==> config.mk <==
export PLATFORM = sky130hd
export DESIGN_NAME = bcpe_mult
export DESIGN_NICKNAME = d
export VERILOG_FILES = /design/src/rtl/core/bcpe_pkg.sv /design/src/rtl/core/bcpe_mult.sv
export SDC_FILE = /design/constraint.sdc
export NUM_CORES = 2
export LEC_CHECK = 0
export BUFFER_PORTS_ARGS = -buffer_cell sky130_fd_sc_hd__clkbuf_2
export CORE_MARGIN = 3
export CORE_UTILIZATION = 70
export DETAILED_ROUTE_END_ITERATION = 8
export HOLD_SLACK_MARGIN = 0.03
export PLACE_DENSITY = 0.95
export SLEW_MARGIN = 10
export SYNTH_ARGS = -nofsm -noshare
export SYNTH_HDL_FRONTEND = slang
export SYNTH_SLANG_ARGS = --single-unit
==> constraint.sdc <==
create_clock -name clk -period 14.47 [get_ports clk]
set_input_delay 0.7235 -clock clk [delete_from_list [all_inputs] [get_ports clk]]
set_output_delay 0.7235 -clock clk [all_outputs]
set_load 0.01 [all_outputs]
==> src/rtl/core/bcpe_pkg.sv <==
package bcpe_pkg;

    localparam int COORD_W   = 24;
    localparam int RATIO_W   = 17;
    localparam int WEIGHT_W  = 32;
    localparam int FRAC_W    = 31;
    localparam int OPND_W    = 33;
    localparam int PROD_W    = 2 * OPND_W;
    localparam int ACC_W     = 58;
    localparam int STATUS_W  = 2;
    localparam int DIV_IDX_W = 6;
    localparam int S_DATA_W  = 72;
    localparam int S_USER_W  = 2;
    localparam int M_DATA_W  = 48;
    localparam int M_USER_W  = 2;

    localparam logic [WEIGHT_W-1:0] ONE_Q31   = 32'h8000_0000;
    localparam logic [RATIO_W-1:0]  RATIO_ONE = 17'h1_0000;

    localparam logic [STATUS_W-1:0] STATUS_OK      = 2'd0;
    localparam logic [STATUS_W-1:0] STATUS_EMPTY   = 2'd1;
    localparam logic [STATUS_W-1:0] STATUS_DROPPED = 2'd2;

    localparam logic ACT_LOAD = 1'b0;
    localparam logic ACT_EVAL = 1'b1;

    typedef enum logic [3:0] {
        ST_IDLE,
        ST_UPOW_MUL,
        ST_UPOW_WR,
        ST_TERM_AB,
        ST_TERM_W,
        ST_TERM_ANEXT,
        ST_TERM_X,
        ST_TERM_Y,
        ST_ACC_Y,
        ST_BINOM_DIV,
        ST_BINOM_WR,
        ST_FINISH
    } state_t;

    typedef logic [2**DIV_IDX_W-1:0][WEIGHT_W-1:0] inv_tab_t;
    typedef logic [2**DIV_IDX_W-1:0][2:0]          shift_tab_t;

    // exact division by d: shift out the power of two, then multiply by the
    // inverse of the odd part modulo 2^32 (newton iteration at elaboration)
    function automatic inv_tab_t build_inv_tab();
        inv_tab_t     tab;
        logic [31:0]  m;
        logic [31:0]  x;
        tab = '0;
        for (int d = 1; d < 2**DIV_IDX_W; d++) begin
            m = 32'(d);
            for (int i = 0; i < DIV_IDX_W; i++) begin
                if (!m[0]) begin
                    m = m >> 1;
                end
            end
            x = m;
            for (int i = 0; i < 5; i++) begin
                x = x * (32'd2 - m * x);
            end
            tab[d] = x;
        end
        return tab;
    endfunction

    function automatic shift_tab_t build_shift_tab();
        shift_tab_t   tab;
        logic [31:0]  m;
        logic [2:0]   sh;
        tab = '0;
        for (int d = 1; d < 2**DIV_IDX_W; d++) begin
            m  = 32'(d);
            sh = 3'd0;
            for (int i = 0; i < DIV_IDX_W; i++) begin
                if (!m[0]) begin
                    m  = m >> 1;
                    sh = sh + 3'd1;
                end
            end
            tab[d] = sh;
        end
        return tab;
    endfunction

    localparam inv_tab_t   DIV_INV   = build_inv_tab();
    localparam shift_tab_t DIV_SHIFT = build_shift_tab();

endpackage

==> src/rtl/core/bcpe_mult.sv <==
module bcpe_mult (
    input  logic                                clk,
    input  logic signed [bcpe_pkg::OPND_W-1:0]  op_a,
    input  logic signed [bcpe_pkg::OPND_W-1:0]  op_b,
    output logic signed [bcpe_pkg::PROD_W-1:0]  product
);
    import bcpe_pkg::*;

    logic signed [PROD_W-1:0] product_reg;

    // registered signed multiply, one result per cycle
    always_ff @(posedge clk)
    begin
        product_reg <= op_a * op_b;
    end

    assign product = product_reg;

endmodule

# After elaboration in Yosys (flattened, before gate mapping)

Index checks and enable logic that the tools add are counted.
Widths: inputs -> output; s select.

Multipliers: 1

Operator list:

| operator       | count |
|---|---|
| $mul 33x33->66 | 1 |

Input bits: 67
Flip-flop bits (word level): 66
Logic and storage cells: 2

# Logic depth before layout (Yosys ltp)

Word-level depth: 1
Depth in mapped cells: 27

# Worst setup path before layout

OpenSTA, ideal clock, no wires.

Path kind: in2reg
Start point: input op_a[32] (netlist bit)
End point: register product_reg[62], in the netlist product[62]
Setup time: 79 ps
Cell stages on the path: 23
Arrival: 7881 ps
Data required time: 14391 ps
Setup slack: 6510 ps
Path through: clkbuf_1 nand2_1 inv_1 fa_1 fa_1 fa_1 fa_1 fa_1 fa_1 fa_1 inv_1 fa_1 inv_1 ha_1 clkbuf_1 and3_1 nand3_1 nand2b_1 a2111oi_4 a211oi_4 a21o_2 a21o_1 a211oi_2

Word-level cells in the longest chain between the ends: 1

Ends and longest elaborated chain:

| what                 | RTL line        | RTL |
|---|---|---|
| start, declared      | bcpe_mult.sv:3  | `input logic signed [bcpe_pkg::OPND_W-1:0] op_a,` |
| $mul 33x33->66       | bcpe_mult.sv:14 | `product_reg <= op_a * op_b;` |
| end signal, assigned | bcpe_mult.sv:14 |  |
| end, declared        | bcpe_mult.sv:9  | `logic signed [PROD_W-1:0] product_reg;` |

No other way between the ends.

# Worst setup path in the final report

Start point: input op_b[6] (netlist bit)
End point: register product_reg[58], in the netlist product[58]

Word-level cells in the longest chain between the ends: 1

Ends and longest elaborated chain:

| what            | RTL line        | RTL |
|---|---|---|
| start, declared | bcpe_mult.sv:4  | `input logic signed [bcpe_pkg::OPND_W-1:0] op_b,` |
| $mul 33x33->66  | bcpe_mult.sv:14 |  |

No other way between the ends.

==> results_dict.tcl <==
set metrics [dict create \
    dr.pass1.iters 8 \
    status "finished clean" \
    ctsHtreeMaxLevel 3 \
    core-area_sq_um 56900 \
    drtAntennaViolNets 0 \
    rows 87 \
    whs_path_depth 3 \
    initial_core_util_pct 71.6 \
    dieArea_sq_um 61100 \
    critPathLaunchType "input port" \
    drive_gt1_share_pct 4.78 \
    cts_tree "yes" \
    setup_ws_ns 5.34 \
    fp.dieW_um 247 \
    n_fill_cell 3422 \
    area_growth_pct 3.04 \
    cts_buffers 9 \
    setup_viol 0 \
    fin_nets 5709 \
    synth_xor_area_share_pct 1.46 \
    synth_top_family_by_area "adder cells" \
    arrival_ns 9.38 \
    final_hold_viol_count 0 \
    worstHoldStart "op_a[0]" \
    avgSynthCellArea_sq_um 9.39 \
    cts_resized 0 \
    crit_required_ns 14.72 \
    antenna_found_initial 3 \
    grt_first_pass_wirelength_um 189000 \
    wl_met1_um 35400 \
    wl_per_cell_um 23.3 \
    dieHeight_um 247 \
    gp_congestion 0.988 \
    synth-edff-count 0 \
    worstMarginPinSlew_ns 1.16 \
    highest-signal-layer "met5" \
    clock_sinks 66 \
    slew_viol_final 0 \
    synth_seq_cells 66 \
    post_cts_buffers 0 \
    synthMuxAreaShare_pct 0 \
    syn_nets 5767 \
    drv_cap 0 \
    dp_hpwl_um 91900 \
    synth.top_cell.area_share_pct 56.3 \
    critical_path_peak_fanout 33 \
    regArea_sq_um 1320 \
    synthAdderAreaFrac_pct 62.9 \
    vias_per_cell 6.20 \
    syn_area_sq_um 40700 \
    io_buffer_count 132 \
    synth_top_cells_by_area "fa_1 56%, inv_1 10%, and2_1 8.6%" \
    place_ws_ns 5.12 \
    final.setup.tns_ns 0 \
    cts.path.max_buffers 2 \
    first_global_vias 36300 \
    grt_setup_unrepaired "no" \
    crit_chain "clkbuf_2 > nand2_1 > inv_1 > fa_1 > fa_1 > inv_1 > fa_1 > inv_1 > fa_1 > fa_1 > fa_1 > fa_1 > inv_1 > fa_1 > inv_1 > ha_1 > and3_1 > nand3_1 > nand2b_1 > nor2_1 > a211oi_4 > a21oi_2 > nor4b_2 > a311oi_1" \
    clk_pin_slew_ns 0.07 \
    synth_compound_area_share_pct 4.07 \
    cp_top_family "adder cells" \
    cp_num_buf_inv 6 \
    timing.final.crit_share_pct 63.1 \
    seq_area_frac_synth_pct 3.24 \
    wl_met3_um 15400 \
    grtUsageTotal_pct 41.0 \
    slew_headroom_pct 22.6 \
    synthArstFlopShare_pct 0 \
    cpPeakStageDelay_ns 1.21 \
    yosys.area.top_type "fa_1" \
    maxClockFrequency_mhz 110 \
    worstSetupEndpointType "flop" \
    multi_input_area_sq_um 34300 \
    ctsRootBufferMaster "clkbuf_16" \
    vias 31300 \
    final_area_sq_um 42000 \
    synth_commonest_cells "1,145 x fa_1, 1,131 x inv_1, 562 x and2_1" \
    first_iter_violations 3409 \
    fin_crit_ns 9.13 \
    yosys.area_share.simple_pct 15.8 \
    drc 0 \
    worstHoldEndpoint "product[0]$_DFF_P_" \
    io_pins 133 \
    synthCells 4338 \
    grt_max_degree 34 \
    holdBufCountCts 0 \
    synth_warnings 0 \
    hp-class "input port to flop" \
    grt_overflow_total 0 \
    cpMostUsedCell "fa_1" \
    synth_cell_type_count 80 \
    synthFlopType "dfxtp_1" \
    postPlaceCellArea_sq_um 41600 \
    drt-total-wl_um 118000 \
    largest_register_ff_count 66 \
    synth_most_common_cell "fa_1" \
    path_class "input port to flop" \
    dr_wl_met2_um 55600 \
    cpMaxStageDelayCell "fa_1" \
]
## final cells by class
class	count	share of cell area [%]
Antenna cell	1	0.00596
Clock buffer	10	0.569
Clock inverter	6	0.215
Inverter	1131	10.1
Multi-Input combinational cell	2920	81.8
Sequential cell	66	3.15
Tap cell	756	2.25
Timing Repair Buffer	152	1.93
## worst min-delay path: cells and delay by family
kind | cells | cell delay, ns
buf+inv | 2 | 0.34
simple gates | 1 | 0.22
## layer usage
layer  up-vias  track usage (%)
met2      2675             65.4
met3       953             13.3
li1      12200                -
met4         2             31.7
met5         -                0
met1     15400             45.8
## metrics by stage
step                instances  util (%)  hold WS [ns]
detailed placement       5025      73.1          1.11
floorplan                4338         -         0.851
CTS                      5041      73.7         0.913
global route             5041      73.7         0.948
global placement         5025      73.1          1.11
finish                   5042      73.7         0.940
## how the worst max path moves through the flow
stage | start | endpoint | slack (ns) | cells after the start
2_1_floorplan | op_a[32] | product[62]$_DFF_P_ | 6.51 | 23
3_3_place_gp | op_a[32] | product[58]$_DFF_P_ | 5.30 | 22
3_5_place_dp | op_b[6] | product[58]$_DFF_P_ | 5.12 | 24
4_1_cts | op_b[6] | product[58]$_DFF_P_ | 5.50 | 24
5_1_grt | op_a[32] | product[61]$_DFF_P_ | 5.07 | 22
6_report | op_b[6] | product[58]$_DFF_P_ | 5.34 | 24
## cells by family (layout without fill, tap and decap cells)
logic type | Yosys count | in the layout
xor+xnor | 68 | 68
flops | 66 | 66
compound gates | 219 | 219
other cells | 0 | 1
buf+inv | 1352 | 1299
simple gates | 1271 | 1271
fa+ha+maj | 1362 | 1362
## cell usage in the layout (no fill, tap or decap), drive strengths merged, types with 3 or more instances in the layout
| cell type | count |
|---|---|
| o211ai | 5 |
| nand3 | 26 |
| a21boi | 3 |
| a211oi | 11 |
| a21oi | 61 |
| or3 | 3 |
| and3 | 6 |
| a211o | 6 |
| buf | 20 |
| o31ai | 7 |
| o21a | 6 |
| nand2 | 551 |
| nor3 | 7 |
| nand4 | 12 |
| dfxtp | 66 |
| fa | 1145 |
| nor2 | 68 |
| inv | 1131 |
| xor2 | 25 |
| nor4 | 3 |
| a21o | 38 |
| nand2b | 12 |
| or2 | 3 |
| clkbuf | 142 |
| a31oi | 9 |
| ha | 217 |
| o21bai | 11 |
| and2 | 563 |
| clkinv | 3 |
| xnor2 | 43 |
| o21ai | 33 |
| nor2b | 5 |
| and4 | 5 |
| a221oi | 3 |
Power is not shown: default switching activity piles up to over one toggle a cycle in this logic, so the estimate is an artifact.
